--- config.mk ---
export PLATFORM = sky130hd
export DESIGN_NAME = accel_tilt_yaw_estimator
export DESIGN_NICKNAME = d
export VERILOG_FILES = /design/src/hw/rtl/ate_pkg.sv /design/src/hw/rtl/accel_tilt_yaw_estimator.sv /design/src/hw/rtl/ate_divu.sv /design/src/hw/rtl/ate_isqrt.sv /design/src/hw/rtl/ate_cordic.sv
export SDC_FILE = /design/constraint.sdc
export NUM_CORES = 2
export LEC_CHECK = 0
export ABC_CLOCK_PERIOD_IN_PS = 25100
export BUFFER_PORTS_ARGS = -buffer_cell sky130_fd_sc_hd__buf_2
export CORE_MARGIN = 4
export CORE_UTILIZATION = 50
export CTS_BUF_LIST = sky130_fd_sc_hd__clkbuf_16
export DETAILED_ROUTE_END_ITERATION = 6
export PLACE_DENSITY = 0.72
export SLEW_MARGIN = 20
export SYNTH_ARGS = -nofsm -noshare
export SYNTH_HDL_FRONTEND = slang
export SYNTH_SLANG_ARGS = --single-unit
--- constraint.sdc ---
create_clock -name clk_i -period 25.1 [get_ports clk_i]
set_input_delay 3.765 -clock clk_i [delete_from_list [all_inputs] [get_ports clk_i]]
set_output_delay 3.765 -clock clk_i [all_outputs]
set_load 0.005 [all_outputs]
--- src/hw/rtl/ate_pkg.sv ---
`default_nettype none

package ate_pkg;

  // Calibration and CORDIC sizing
  localparam int unsigned CAL_SAMPLES  = 200;
  localparam int unsigned CORDIC_STEPS = 16;
  localparam int unsigned STEP_W       = 5;
  localparam int unsigned SUM_W        = 24;
  localparam int unsigned CW           = 34;
  localparam int unsigned ZW           = 25;

  // Reciprocal of CAL_SAMPLES, rounded up, exact for any sum magnitude up to 2^(SUM_W-1)
  localparam int unsigned     DIV_SHIFT = 31;
  localparam longint unsigned DIV_MULT  =
      ((64'd1 << DIV_SHIFT) + 64'(CAL_SAMPLES) - 64'd1) / 64'(CAL_SAMPLES);

  // Angle limits: +-180 degrees in 1/32768 degree, output limit in 1/128 degree
  localparam int signed ANG_LIMIT = 5898240;
  localparam int signed QUARTER   = 2949120;
  localparam int signed OUT_LIMIT = 23040;

  // Configuration register indexes
  localparam logic [1:0] CFG_ALPHA    = 2'd0;
  localparam logic [1:0] CFG_YAW_GAIN = 2'd1;
  localparam logic [1:0] CFG_GRAVITY  = 2'd2;

  // Arctangent of 2^-i in 1/32768 degree, rounded to nearest
  function automatic logic signed [ZW-1:0] atan_entry(input logic [STEP_W-1:0] idx);
    logic signed [ZW-1:0] val;
    case (idx)
      5'd0:  val = 25'sd1474560;
      5'd1:  val = 25'sd870484;
      5'd2:  val = 25'sd459940;
      5'd3:  val = 25'sd233473;
      5'd4:  val = 25'sd117189;
      5'd5:  val = 25'sd58652;
      5'd6:  val = 25'sd29333;
      5'd7:  val = 25'sd14667;
      5'd8:  val = 25'sd7334;
      5'd9:  val = 25'sd3667;
      5'd10: val = 25'sd1833;
      5'd11: val = 25'sd917;
      5'd12: val = 25'sd458;
      5'd13: val = 25'sd229;
      5'd14: val = 25'sd115;
      5'd15: val = 25'sd57;
      5'd16: val = 25'sd29;
      5'd17: val = 25'sd14;
      5'd18: val = 25'sd7;
      5'd19: val = 25'sd4;
      5'd20: val = 25'sd2;
      5'd21: val = 25'sd1;
      default: val = '0;
    endcase
    return val;
  endfunction

endpackage

`default_nettype wire

--- src/hw/rtl/accel_tilt_yaw_estimator.sv ---
// Measurement transaction: runs from acceptance to result through two passes
// through the one CORDIC unit.
// Throughput: one transaction at a time; the input stalls until the result is queued.
// Calibration transaction: accumulates the sample; the last one also runs four divisions, one per sum.
// Reset (asynchronous, active low) clears sums, offsets, filters and yaw and
// restores the register defaults.
`default_nettype none

module accel_tilt_yaw_estimator import ate_pkg::*; (
  input  wire logic               clk_i,
  input  wire logic               rst_ni,
  // Input channel
  input  wire logic               in_valid_i,
  output logic                    in_stall_o,
  input  wire logic               action_i,
  input  wire logic signed [15:0] accel_x_i,
  input  wire logic signed [15:0] accel_y_i,
  input  wire logic signed [15:0] accel_z_i,
  input  wire logic signed [15:0] rate_z_i,
  // Output channel
  output logic                    out_valid_o,
  input  wire logic               out_stall_i,
  output logic signed [15:0]      roll_o,
  output logic signed [15:0]      pitch_o,
  output logic signed [31:0]      yaw_o,
  output logic                    calibrated_o,
  // Configuration write channel
  input  wire logic               cfg_valid_i,
  output logic                    cfg_ready_o,
  input  wire logic [1:0]         cfg_index_i,
  input  wire logic [16:0]        cfg_data_i
);

  // Sequencer states, one-hot
  typedef enum logic [13:0] {
    ST_IDLE     = 14'h0001,
    ST_DIV      = 14'h0002,
    ST_DIV_WAIT = 14'h0004,
    ST_SQ_A     = 14'h0008,
    ST_SQ_B     = 14'h0010,
    ST_SQ_C     = 14'h0020,
    ST_PITCH    = 14'h0040,
    ST_ROOT     = 14'h0080,
    ST_ROLL     = 14'h0100,
    ST_EMA_MUL  = 14'h0200,
    ST_EMA_ACC  = 14'h0400,
    ST_YAW_MUL  = 14'h0800,
    ST_YAW_ACC  = 14'h1000,
    ST_OUT      = 14'h2000
  } state_e;

  localparam logic [16:0] ALPHA_ONE = 17'h10000;
  localparam logic signed [16:0] RND_MAX = 17'(OUT_LIMIT);
  localparam logic signed [16:0] RND_MIN = 17'(-OUT_LIMIT);

  state_e state_q, state_d;

  // Configuration
  logic [16:0] alpha_q;
  logic [15:0] yaw_gain_q;
  logic [14:0] gravity_q;

  // Calibration state: index 0..2 accelerometer X/Y/Z, index 3 gyro Z
  logic [7:0]              count_q;
  logic signed [SUM_W-1:0] sum_q [4];
  logic [15:0]             off_q [4];
  logic                    cal_done_q;
  logic [1:0]              div_idx_q;

  // Measurement datapath
  logic signed [15:0]   ax_q, ay_q, az_q, dr_q;
  logic [31:0]          ysq_q;
  logic signed [ZW-1:0] pitch_ang_q, roll_ang_q;
  logic signed [31:0]   filt_q [2];
  logic                 ema_k_q;
  logic signed [47:0]   yaw_q;

  // Shared multiplier
  logic signed [17:0] mul_a;
  logic signed [33:0] mul_b;
  logic signed [51:0] prod_q;

  // Output register
  logic               out_valid_q;
  logic signed [15:0] roll_out_q, pitch_out_q;
  logic signed [31:0] yaw_out_q;
  logic               cal_out_q;

  // Unit handshakes
  logic                 div_start, div_busy;
  logic [15:0]          div_quot;
  logic                 sqrt_start, sqrt_busy;
  logic [15:0]          sqrt_root;
  logic                 cor_start, cor_busy;
  logic signed [17:0]   cor_y, cor_x;
  logic signed [ZW-1:0] cor_angle;

  logic               accept;
  logic               last_cal;
  logic [31:0]        sq_sum;
  logic [16:0]        alpha_sat;
  logic signed [ZW-1:0] ema_ang;
  logic signed [31:0] ema_f;
  logic signed [33:0] ema_diff;
  logic signed [48:0] yaw_sum;
  logic               out_load;

  assign accept      = in_valid_i && !in_stall_o;
  assign in_stall_o  = (state_q != ST_IDLE);
  assign cfg_ready_o = 1'b1;
  assign last_cal    = ({1'b0, count_q} + 9'd1) >= 9'(CAL_SAMPLES);
  assign sq_sum      = prod_q[31:0] + ysq_q;
  assign alpha_sat   = (alpha_q > ALPHA_ONE) ? ALPHA_ONE : alpha_q;
  assign ema_ang     = ema_k_q ? pitch_ang_q : roll_ang_q;
  assign ema_f       = filt_q[ema_k_q];
  assign ema_diff    = {ema_ang[ZW-1], ema_ang, 8'b0} - {{2{ema_f[31]}}, ema_f};
  assign yaw_sum     = {yaw_q[47], yaw_q} + {{16{prod_q[32]}}, prod_q[32:0]};
  assign out_load    = (state_q == ST_OUT) && (!out_valid_q || !out_stall_i);

  // Round half up from 16 fraction bits and clamp to +-180 degrees
  function automatic logic signed [15:0] round_angle(input logic signed [31:0] f);
    logic signed [32:0] t;
    logic signed [16:0] r;
    t = {f[31], f} + 33'sd32768;
    r = t[32:16];
    if (r > RND_MAX) begin
      r = RND_MAX;
    end else if (r < RND_MIN) begin
      r = RND_MIN;
    end
    return r[15:0];
  endfunction

  // Configuration writes
  always_ff @(posedge clk_i or negedge rst_ni) begin
    if (!rst_ni) begin
      alpha_q    <= 17'd19661;
      yaw_gain_q <= 16'd6404;
      gravity_q  <= 15'd16384;
    end else if (cfg_valid_i && cfg_ready_o) begin
      unique case (cfg_index_i)
        CFG_ALPHA:    alpha_q    <= cfg_data_i;
        CFG_YAW_GAIN: yaw_gain_q <= cfg_data_i[15:0];
        CFG_GRAVITY:  gravity_q  <= cfg_data_i[14:0];
        default: ;
      endcase
    end
  end

  // Sequencer: next state and unit starts
  always_comb begin
    state_d    = state_q;
    div_start  = 1'b0;
    sqrt_start = 1'b0;
    cor_start  = 1'b0;
    cor_y      = {{2{ay_q[15]}}, ay_q};
    cor_x      = {{2{az_q[15]}}, az_q};
    unique case (state_q)
      ST_IDLE: begin
        if (accept && action_i) begin
          state_d = ST_SQ_A;
        end else if (accept && !cal_done_q && last_cal) begin
          state_d = ST_DIV;
        end
      end
      ST_DIV: begin
        div_start = 1'b1;
        state_d   = ST_DIV_WAIT;
      end
      ST_DIV_WAIT: begin
        if (!div_busy) begin
          state_d = (div_idx_q == 2'd3) ? ST_IDLE : ST_DIV;
        end
      end
      ST_SQ_A: state_d = ST_SQ_B;
      ST_SQ_B: state_d = ST_SQ_C;
      ST_SQ_C: begin
        // Launch the root and the pitch angle together
        sqrt_start = 1'b1;
        cor_start  = 1'b1;
        state_d    = ST_PITCH;
      end
      ST_PITCH: begin
        if (!cor_busy) begin
          state_d = ST_ROOT;
        end
      end
      ST_ROOT: begin
        cor_y = -{{2{ax_q[15]}}, ax_q};
        cor_x = {2'b00, sqrt_root};
        if (!sqrt_busy) begin
          cor_start = 1'b1;
          state_d   = ST_ROLL;
        end
      end
      ST_ROLL: begin
        if (!cor_busy) begin
          state_d = ST_EMA_MUL;
        end
      end
      ST_EMA_MUL: state_d = ST_EMA_ACC;
      ST_EMA_ACC: state_d = ema_k_q ? ST_YAW_MUL : ST_EMA_MUL;
      ST_YAW_MUL: state_d = ST_YAW_ACC;
      ST_YAW_ACC: state_d = ST_OUT;
      ST_OUT: begin
        if (out_load) begin
          state_d = ST_IDLE;
        end
      end
      default: state_d = ST_IDLE;
    endcase
  end

  // Multiplier operand selection
  always_comb begin
    case (state_q)
      ST_SQ_A: begin
        mul_a = {{2{ay_q[15]}}, ay_q};
        mul_b = {{18{ay_q[15]}}, ay_q};
      end
      ST_SQ_B: begin
        mul_a = {{2{az_q[15]}}, az_q};
        mul_b = {{18{az_q[15]}}, az_q};
      end
      ST_EMA_MUL: begin
        mul_a = {1'b0, alpha_sat};
        mul_b = ema_diff;
      end
      default: begin
        mul_a = {2'b00, yaw_gain_q};
        mul_b = {{18{dr_q[15]}}, dr_q};
      end
    endcase
  end

  always_ff @(posedge clk_i) begin
    prod_q <= mul_a * mul_b;
  end

  // Control and state updates
  always_ff @(posedge clk_i or negedge rst_ni) begin
    if (!rst_ni) begin
      state_q     <= ST_IDLE;
      count_q     <= '0;
      cal_done_q  <= 1'b0;
      div_idx_q   <= '0;
      ema_k_q     <= 1'b0;
      yaw_q       <= '0;
      out_valid_q <= 1'b0;
      for (int i = 0; i < 4; i++) begin
        sum_q[i] <= '0;
        off_q[i] <= '0;
      end
      for (int k = 0; k < 2; k++) begin
        filt_q[k] <= '0;
      end
    end else begin
      state_q <= state_d;

      // Calibration sample: accumulate unless calibration is complete
      if (accept && !action_i && !cal_done_q) begin
        sum_q[0]  <= sum_q[0] + SUM_W'(accel_x_i);
        sum_q[1]  <= sum_q[1] + SUM_W'(accel_y_i);
        sum_q[2]  <= sum_q[2] + SUM_W'(accel_z_i);
        sum_q[3]  <= sum_q[3] + SUM_W'(rate_z_i);
        count_q   <= last_cal ? '0 : count_q + 1'b1;
        div_idx_q <= '0;
      end

      // Store each mean as it comes out of the divider, less gravity for Z
      if (state_q == ST_DIV_WAIT && !div_busy) begin
        if (div_idx_q == 2'd2) begin
          off_q[div_idx_q] <= 16'(div_quot - {1'b0, gravity_q});
        end else begin
          off_q[div_idx_q] <= div_quot;
        end
        div_idx_q <= div_idx_q + 1'b1;
        if (div_idx_q == 2'd3) begin
          cal_done_q <= 1'b1;
          for (int i = 0; i < 4; i++) begin
            sum_q[i] <= '0;
          end
        end
      end

      if (state_q == ST_ROLL) begin
        ema_k_q <= 1'b0;
      end
      if (state_q == ST_EMA_ACC) begin
        filt_q[ema_k_q] <= ema_f + prod_q[47:16];
        ema_k_q         <= 1'b1;
      end

      // Saturate yaw at the 48-bit limits
      if (state_q == ST_YAW_ACC) begin
        if (yaw_sum[48] != yaw_sum[47]) begin
          yaw_q <= yaw_sum[48] ? {1'b1, 47'b0} : {1'b0, {47{1'b1}}};
        end else begin
          yaw_q <= yaw_sum[47:0];
        end
      end

      if (out_load) begin
        out_valid_q <= 1'b1;
      end else if (out_valid_q && !out_stall_i) begin
        out_valid_q <= 1'b0;
      end
    end
  end

  // Payload registers
  always_ff @(posedge clk_i) begin
    if (accept && action_i) begin
      ax_q <= 16'(accel_x_i - off_q[0]);
      ay_q <= 16'(accel_y_i - off_q[1]);
      az_q <= 16'(accel_z_i - off_q[2]);
      dr_q <= 16'(rate_z_i - off_q[3]);
    end
    // Hold the Y square while the multiplier forms the Z square
    if (state_q == ST_SQ_B) begin
      ysq_q <= prod_q[31:0];
    end
    if (state_q == ST_PITCH && !cor_busy) begin
      pitch_ang_q <= cor_angle;
    end
    if (state_q == ST_ROLL && !cor_busy) begin
      roll_ang_q <= cor_angle;
    end
    if (out_load) begin
      roll_out_q  <= round_angle(filt_q[0]);
      pitch_out_q <= round_angle(filt_q[1]);
      yaw_out_q   <= yaw_q[47:16];
      cal_out_q   <= cal_done_q;
    end
  end

  ate_divu u_divu (
    .clk_i   (clk_i),
    .rst_ni  (rst_ni),
    .start_i (div_start),
    .sum_i   (sum_q[div_idx_q]),
    .busy_o  (div_busy),
    .quot_o  (div_quot)
  );

  ate_isqrt u_isqrt (
    .clk_i   (clk_i),
    .rst_ni  (rst_ni),
    .start_i (sqrt_start),
    .value_i (sq_sum),
    .busy_o  (sqrt_busy),
    .root_o  (sqrt_root)
  );

  ate_cordic u_cordic (
    .clk_i   (clk_i),
    .rst_ni  (rst_ni),
    .start_i (cor_start),
    .y_i     (cor_y),
    .x_i     (cor_x),
    .busy_o  (cor_busy),
    .angle_o (cor_angle)
  );

  assign out_valid_o  = out_valid_q;
  assign roll_o       = roll_out_q;
  assign pitch_o      = pitch_out_q;
  assign yaw_o        = yaw_out_q;
  assign calibrated_o = cal_out_q;

`ifndef SYNTHESIS
  // An accepted measurement holds off the next transaction
  a_meas_stalls: assert property (@(posedge clk_i) disable iff (!rst_ni)
    (accept && action_i) |=> in_stall_o)
    else $error("measurement accepted without stalling input");

  // A result only appears from the output state
  a_out_from_seq: assert property (@(posedge clk_i) disable iff (!rst_ni)
    $rose(out_valid_o) |-> $past(state_q == ST_OUT))
    else $error("result raised outside output state");

  // A queued result blocks the sequencer until taken
  a_out_hold: assert property (@(posedge clk_i) disable iff (!rst_ni)
    (state_q == ST_OUT && out_valid_o && out_stall_i) |=> (state_q == ST_OUT))
    else $error("sequencer left output state while result pending");

  // Calibration never undoes itself
  a_cal_sticky: assert property (@(posedge clk_i) disable iff (!rst_ni)
    !$fell(cal_done_q))
    else $error("calibration flag cleared");

  a_count_range: assert property (@(posedge clk_i) disable iff (!rst_ni)
    ({1'b0, count_q} < 9'(CAL_SAMPLES)))
    else $error("calibration sample count out of range");
`endif

endmodule

`default_nettype wire

--- src/hw/rtl/ate_divu.sv ---
`default_nettype none

// Divide a signed sum by CAL_SAMPLES with a reciprocal multiply, truncating
// toward zero; the quotient is wrapped to 16 bits. Busy for one cycle.
module ate_divu import ate_pkg::*; (
  input  wire logic                    clk_i,
  input  wire logic                    rst_ni,
  input  wire logic                    start_i,
  input  wire logic signed [SUM_W-1:0] sum_i,
  output logic                         busy_o,
  output logic [15:0]                  quot_o
);

  localparam logic [31:0] RECIP = 32'(DIV_MULT);

  logic              busy_q;
  logic              neg_q;
  logic [SUM_W-1:0]  mag_q;
  logic [SUM_W+31:0] prod_q;

  always_ff @(posedge clk_i or negedge rst_ni) begin
    if (!rst_ni) begin
      busy_q <= 1'b0;
    end else begin
      busy_q <= start_i;
    end
  end

  always_ff @(posedge clk_i) begin
    if (start_i) begin
      neg_q <= sum_i[SUM_W-1];
      mag_q <= sum_i[SUM_W-1] ? SUM_W'(-sum_i) : SUM_W'(sum_i);
    end else if (busy_q) begin
      prod_q <= mag_q * RECIP;
    end
  end

  assign busy_o = busy_q;
  assign quot_o = neg_q ? 16'(-prod_q[DIV_SHIFT +: 16]) : prod_q[DIV_SHIFT +: 16];

endmodule

`default_nettype wire

--- src/hw/rtl/ate_isqrt.sv ---
`default_nettype none

// Floor integer square root of a 32-bit value, two radicand bits a cycle.
module ate_isqrt (
  input  wire logic        clk_i,
  input  wire logic        rst_ni,
  input  wire logic        start_i,
  input  wire logic [31:0] value_i,
  output logic             busy_o,
  output logic [15:0]      root_o
);

  logic [31:0] rbit_q;
  logic [31:0] v_q;
  logic [31:0] r_q;
  logic [31:0] trial;

  assign trial = r_q + rbit_q;

  always_ff @(posedge clk_i or negedge rst_ni) begin
    if (!rst_ni) begin
      rbit_q <= '0;
    end else if (start_i) begin
      rbit_q <= 32'h4000_0000;
    end else begin
      rbit_q <= rbit_q >> 2;
    end
  end

  always_ff @(posedge clk_i) begin
    if (start_i) begin
      v_q <= value_i;
      r_q <= '0;
    end else if (rbit_q != '0) begin
      if (v_q >= trial) begin
        v_q <= v_q - trial;
        r_q <= (r_q >> 1) + rbit_q;
      end else begin
        r_q <= r_q >> 1;
      end
    end
  end

  assign busy_o = (rbit_q != '0);
  assign root_o = r_q[15:0];

endmodule

`default_nettype wire

--- src/hw/rtl/ate_cordic.sv ---
`default_nettype none

// Vectoring CORDIC: atan2(y, x) in 1/32768 degree, one rotation a cycle,
// clamped to +-180 degrees. A zero vector gives zero.
module ate_cordic import ate_pkg::*; (
  input  wire logic                 clk_i,
  input  wire logic                 rst_ni,
  input  wire logic                 start_i,
  input  wire logic signed [17:0]   y_i,
  input  wire logic signed [17:0]   x_i,
  output logic                      busy_o,
  output logic signed [ZW-1:0]      angle_o
);

  localparam logic signed [ZW-1:0] ANG_MAX = ZW'(ANG_LIMIT);
  localparam logic signed [ZW-1:0] ANG_MIN = ZW'(-ANG_LIMIT);

  logic                 busy_q;
  logic [STEP_W-1:0]    cnt_q;
  logic                 zero_q;
  logic signed [CW-1:0] x_q, y_q;
  logic signed [ZW-1:0] z_q;
  logic signed [CW-1:0] x_sc, y_sc, xs, ys;
  logic signed [ZW-1:0] tab;

  assign x_sc = {{(CW-30){x_i[17]}}, x_i, 12'b0};
  assign y_sc = {{(CW-30){y_i[17]}}, y_i, 12'b0};
  assign xs   = x_q >>> cnt_q;
  assign ys   = y_q >>> cnt_q;
  assign tab  = atan_entry(cnt_q);

  always_ff @(posedge clk_i or negedge rst_ni) begin
    if (!rst_ni) begin
      busy_q <= 1'b0;
      cnt_q  <= '0;
    end else if (start_i) begin
      busy_q <= 1'b1;
      cnt_q  <= '0;
    end else if (busy_q) begin
      cnt_q <= cnt_q + 1'b1;
      if (cnt_q == STEP_W'(CORDIC_STEPS - 1)) begin
        busy_q <= 1'b0;
      end
    end
  end

  always_ff @(posedge clk_i) begin
    if (start_i) begin
      zero_q <= (x_i == '0) && (y_i == '0);
      // Rotate the left half plane by a quarter turn first
      if (x_i[17] && !y_i[17]) begin
        x_q <= y_sc;
        y_q <= -x_sc;
        z_q <= ZW'(QUARTER);
      end else if (x_i[17]) begin
        x_q <= -y_sc;
        y_q <= x_sc;
        z_q <= ZW'(-QUARTER);
      end else begin
        x_q <= x_sc;
        y_q <= y_sc;
        z_q <= '0;
      end
    end else if (busy_q) begin
      if (!y_q[CW-1]) begin
        x_q <= x_q + ys;
        y_q <= y_q - xs;
        z_q <= z_q + tab;
      end else begin
        x_q <= x_q - ys;
        y_q <= y_q + xs;
        z_q <= z_q - tab;
      end
    end
  end

  always_comb begin
    if (zero_q) begin
      angle_o = '0;
    end else if (z_q > ANG_MAX) begin
      angle_o = ANG_MAX;
    end else if (z_q < ANG_MIN) begin
      angle_o = ANG_MIN;
    end else begin
      angle_o = z_q;
    end
  end

  assign busy_o = busy_q;

endmodule

`default_nettype wire
==> summary.md <==
| Metric | Value |
|---|---|
| Routability congestion estimate | `between 1 and 1.5` |
| Iter 0 DRT Violations | `between 7000 and 8000` |
| Crit-path max cell delay | `between 0.7 and 0.8 ns` |
| Top Ports | `between 150 and 200` |
| Synth Area in Compound Gates | `between 10% and 20%` |
| Max Slew Vio Count | `0` |
| Antenna violations before repair | `28` |
| Post-synthesis mux area share | `around 5.7%` |
| Gr busiest metal | `met2` |
| Max clock buf depth | `3` |
| WHS | `0.475 ns` |
| Clock Latency Late Sink | `approximately 0.76 ns` |
| Post-CTS Resized | `0` |
| Yosys warnings | `0` |
| Max Cap Viol | `0` |
| DR pass1 iterations | `7` |
| Via count | `77573` |
| H-tree Lvls | `3` |
| Final core occ | `about 54%` |
| Die Area | `between 0.15 and 0.2 sq mm` |
| Main combinational cell family by area after synthesis | `adder cells` |
| DIE WIDTH | `between 400 and 500 microns` |
| Async set or reset register ratio after synthesis | `44.7%` |
| XOR/XNOR Fraction of Synth Area | `under 10%` |
| FP Rows | `about 160` |
| Post-synthesis sequential area ratio | `a little under a quarter` |
| Final wirelength | `around 300000 microns` |
| Via density | `a little over 6` |
| Post-synth EDFFs | `around 380` |
| Syn-to-layout area delta | `7.19%` |
| Layout Skew | `0.0756 ns` |
| Chip height | `between 400 and 500 microns` |
| Synth Area in Adders | `28.7%` |
| Yosys top cell by area | `fa_1` |
| Setup TNS | `0 ns` |
| Max Clk Rate | `0.0902 GHz` |
| Critical path type | `reg -> reg` |
| Status | `finished with violations` |
| CP Data Required Time | `25.72 ns` |
| Total grt overflow | `0` |
| Met1 track demand over resource | `between 40% and 50%` |
| Postcts setup bufs | `0` |
| I/O Buffers | `about 160` |
| Synthesized cell area | `0.0936 sq mm` |
| DR WL/cell | `between 20 and 25 microns` |
| Critical-path top delay cell | `buf_4` |
| Worst endpoint data arrival time | `~12 ns` |
| Largest net degree at the start of global routing | `slightly above 90` |
| Top FF cell, synth | `edfxtp_1` |
| Root buffer cell | `clkbuf_16` |
| Met2 Use GR | `~48%` |
| Synth cell types | `100` |
| # setup viols final | `0` |
| Unrepaired setup endpoints after global routing | `no` |
| Routing usage on met3 | `~5.3%` |
| Post-DP HPWL | `around 240000 microns` |
| Violated checks | `DRC` |
| CP Capture Type | `flop` |
| Clock tree from TritonCTS | `yes` |
| Max FO, Critical Path | `69` |
| DRC Markers | `1` |
| Hold_buf cts | `0` |
| Vias in the first global route | `about 76000` |
| Seq cells post-synth | `about 830` |
| CTS Sinks | `around 830` |
| Total track usage | `30.5%` |
| ANT nets after route | `0` |
| Design area | `0.100 sq mm` |
| Normalized max-slew margin | `roughly a fifth` |
| Synth top area cells | `fa_1 17%, edfxtp_1 12%, ha_1 12%` |
| First-pass GRT wire length | `456000 microns` |
| Post-synth top area share | `between 10% and 20%` |
| Initial Util | `50.4%` |
| Cell count after synthesis | `slightly above 10000` |
| Final #Nets | `roughly 12000` |
| Post-layout min period | `roughly 11 ns` |
| Syn avg cell area | `about 9.1 sq um` |
| Simple-gate share of the synthesized area | `roughly 14%` |
| Hold Path Class | `reg -> reg` |
| Worst-Margin Slew | `~1.2 ns` |
| Area after DPL | `between 0.09 and 0.1 sq mm` |
| Final period utilization | `between 40% and 50%` |
| Ratio of cells with drive above 1 in the final layout | `7.70%` |
| Core footprint | `0.186 sq mm` |
| Hold Vio Cnt, Final | `0` |
| CP Launch Type | `flop` |
| Clock transition at path regs | `0.07 ns` |
| Num CTS Buffers | `96` |
-- Yosys cell counts (24+ instances only) --
master    instances
a21boi_0         37
buf_1            37
a211oi_1        107
buf_2            24
nor2_1          761
nor2b_1          96
mux2_2          128
xnor2_1         362
nand2_1        1115
mux4_2          113
o21a_1           75
a31oi_1         118
edfxtp_1        378
dfrtp_1         356
o31ai_1          67
and2_1          143
a21oi_1         563
xor2_1          248
o21ai_0         549
nor3_1          167
o211ai_1         63
nand3_1         149
dfxtp_1          80
ha_1            879
a21o_1          218
a31o_2           29
nor4_1           38
nand2b_1         96
and3_1           80
or3_1            80
nor3b_1          35
o21bai_1         72
inv_1          1250
nand4_1          52
clkbuf_1        318
or2_2            32
mux2i_1         124
fa_1            792
-- cell usage in the layout (no fill, tap or decap), drive strengths merged, types with 107 or more instances in the layout --
master,instances
mux2,132
mux4,115
a31oi,118
nand2,1115
edfxtp,378
buf,275
xor2,248
dfrtp,356
inv,1273
nor2,762
a21o,218
mux2i,125
fa,792
a21oi,564
a211oi,107
nor3,168
xnor2,362
ha,879
nand3,150
o21ai,571
and2,145
-- worst max-delay path: cells and delay by family (launching register included) --
family                     cells  cell delay [ns]
muxes                          1             0.42
adders and majority gates      8             3.80
xor gates and xnor gates       1             0.13
DFF                            1             0.39
and+or+nand+nor                4             0.66
AOI/OAI and AO/OA             16             4.39
buffers and inverters          7             1.07
-- metrics by stage --
stage | instances | setup WS [ns]
detailed placement | 12645 | 14.30
floorplan | 10280 | 14.86
finish | 12838 | 14.02
global route | 12835 | 13.62
global placement | 12645 | 14.25
CTS | 12827 | 14.16
-- flip-flops by register name, summed over array words and instances, names as in the netlist, 17 cells and up --
name	cells
sum_q	96
filt_q	64
off_q	64
prod_q	48
yaw_q	48
u_cordic.x_q	34
u_cordic.y_q	34
u_isqrt.r_q	32
u_isqrt.v_q	32
yaw_o	32
ysq_q	32
pitch_ang_q	25
roll_ang_q	25
u_cordic.z_q	25
u_divu.mag_q	24
alpha_q	17
-- layout make-up --
class,instances,area [sq um]
multi-input cells,7805,65200
flip-flops and latches,828,22200
clock buffers,98,2450
inverters,1257,4720
clock inverters,84,832
fillers,16799,85500
diodes,11,27.5
well taps,2480,3100
repair buffers,275,1690
-- worst paths after layout --
path	from	slack [ns]	cells past startpoint	to
max in group asynchronous	rst_ni	19.76	3	sum_q[38]
setup / recovery	ema_k_q	14.02	37	prod_q[45]
min in group asynchronous	rst_ni	3.07	1	yaw_q[42]
hold / removal	yaw_q[43]	0.48	0	yaw_o[27]
hold reg to reg	yaw_q[43]	0.48	0	yaw_o[27]
setup reg to reg	ema_k_q	14.02	37	prod_q[45]
-- cell families (layout without fill, tap and decap cells) --
| logic type | after synthesis | count (layout) |
|---|---|---|
| AOI/OAI and AO/OA | 2223 | 2223 |
| and+or+nand+nor | 2913 | 2913 |
| other | 2 | 27 |
| muxes | 372 | 372 |
| adders and majority gates | 1671 | 1671 |
| DFF | 828 | 828 |
| buffers and inverters | 1647 | 1714 |
| xor gates and xnor gates | 610 | 610 |
-- routing by layer --
layer | up-vias | wire, microns
li1 | 35294 | -
met1 | 38361 | 123000
met2 | 3203 | 135000
met3 | 701 | 24500
met4 | 14 | 15900
met5 | - | 89
Power is not shown: default switching activity piles up to over one toggle a cycle in this logic, so the estimate is an artifact.
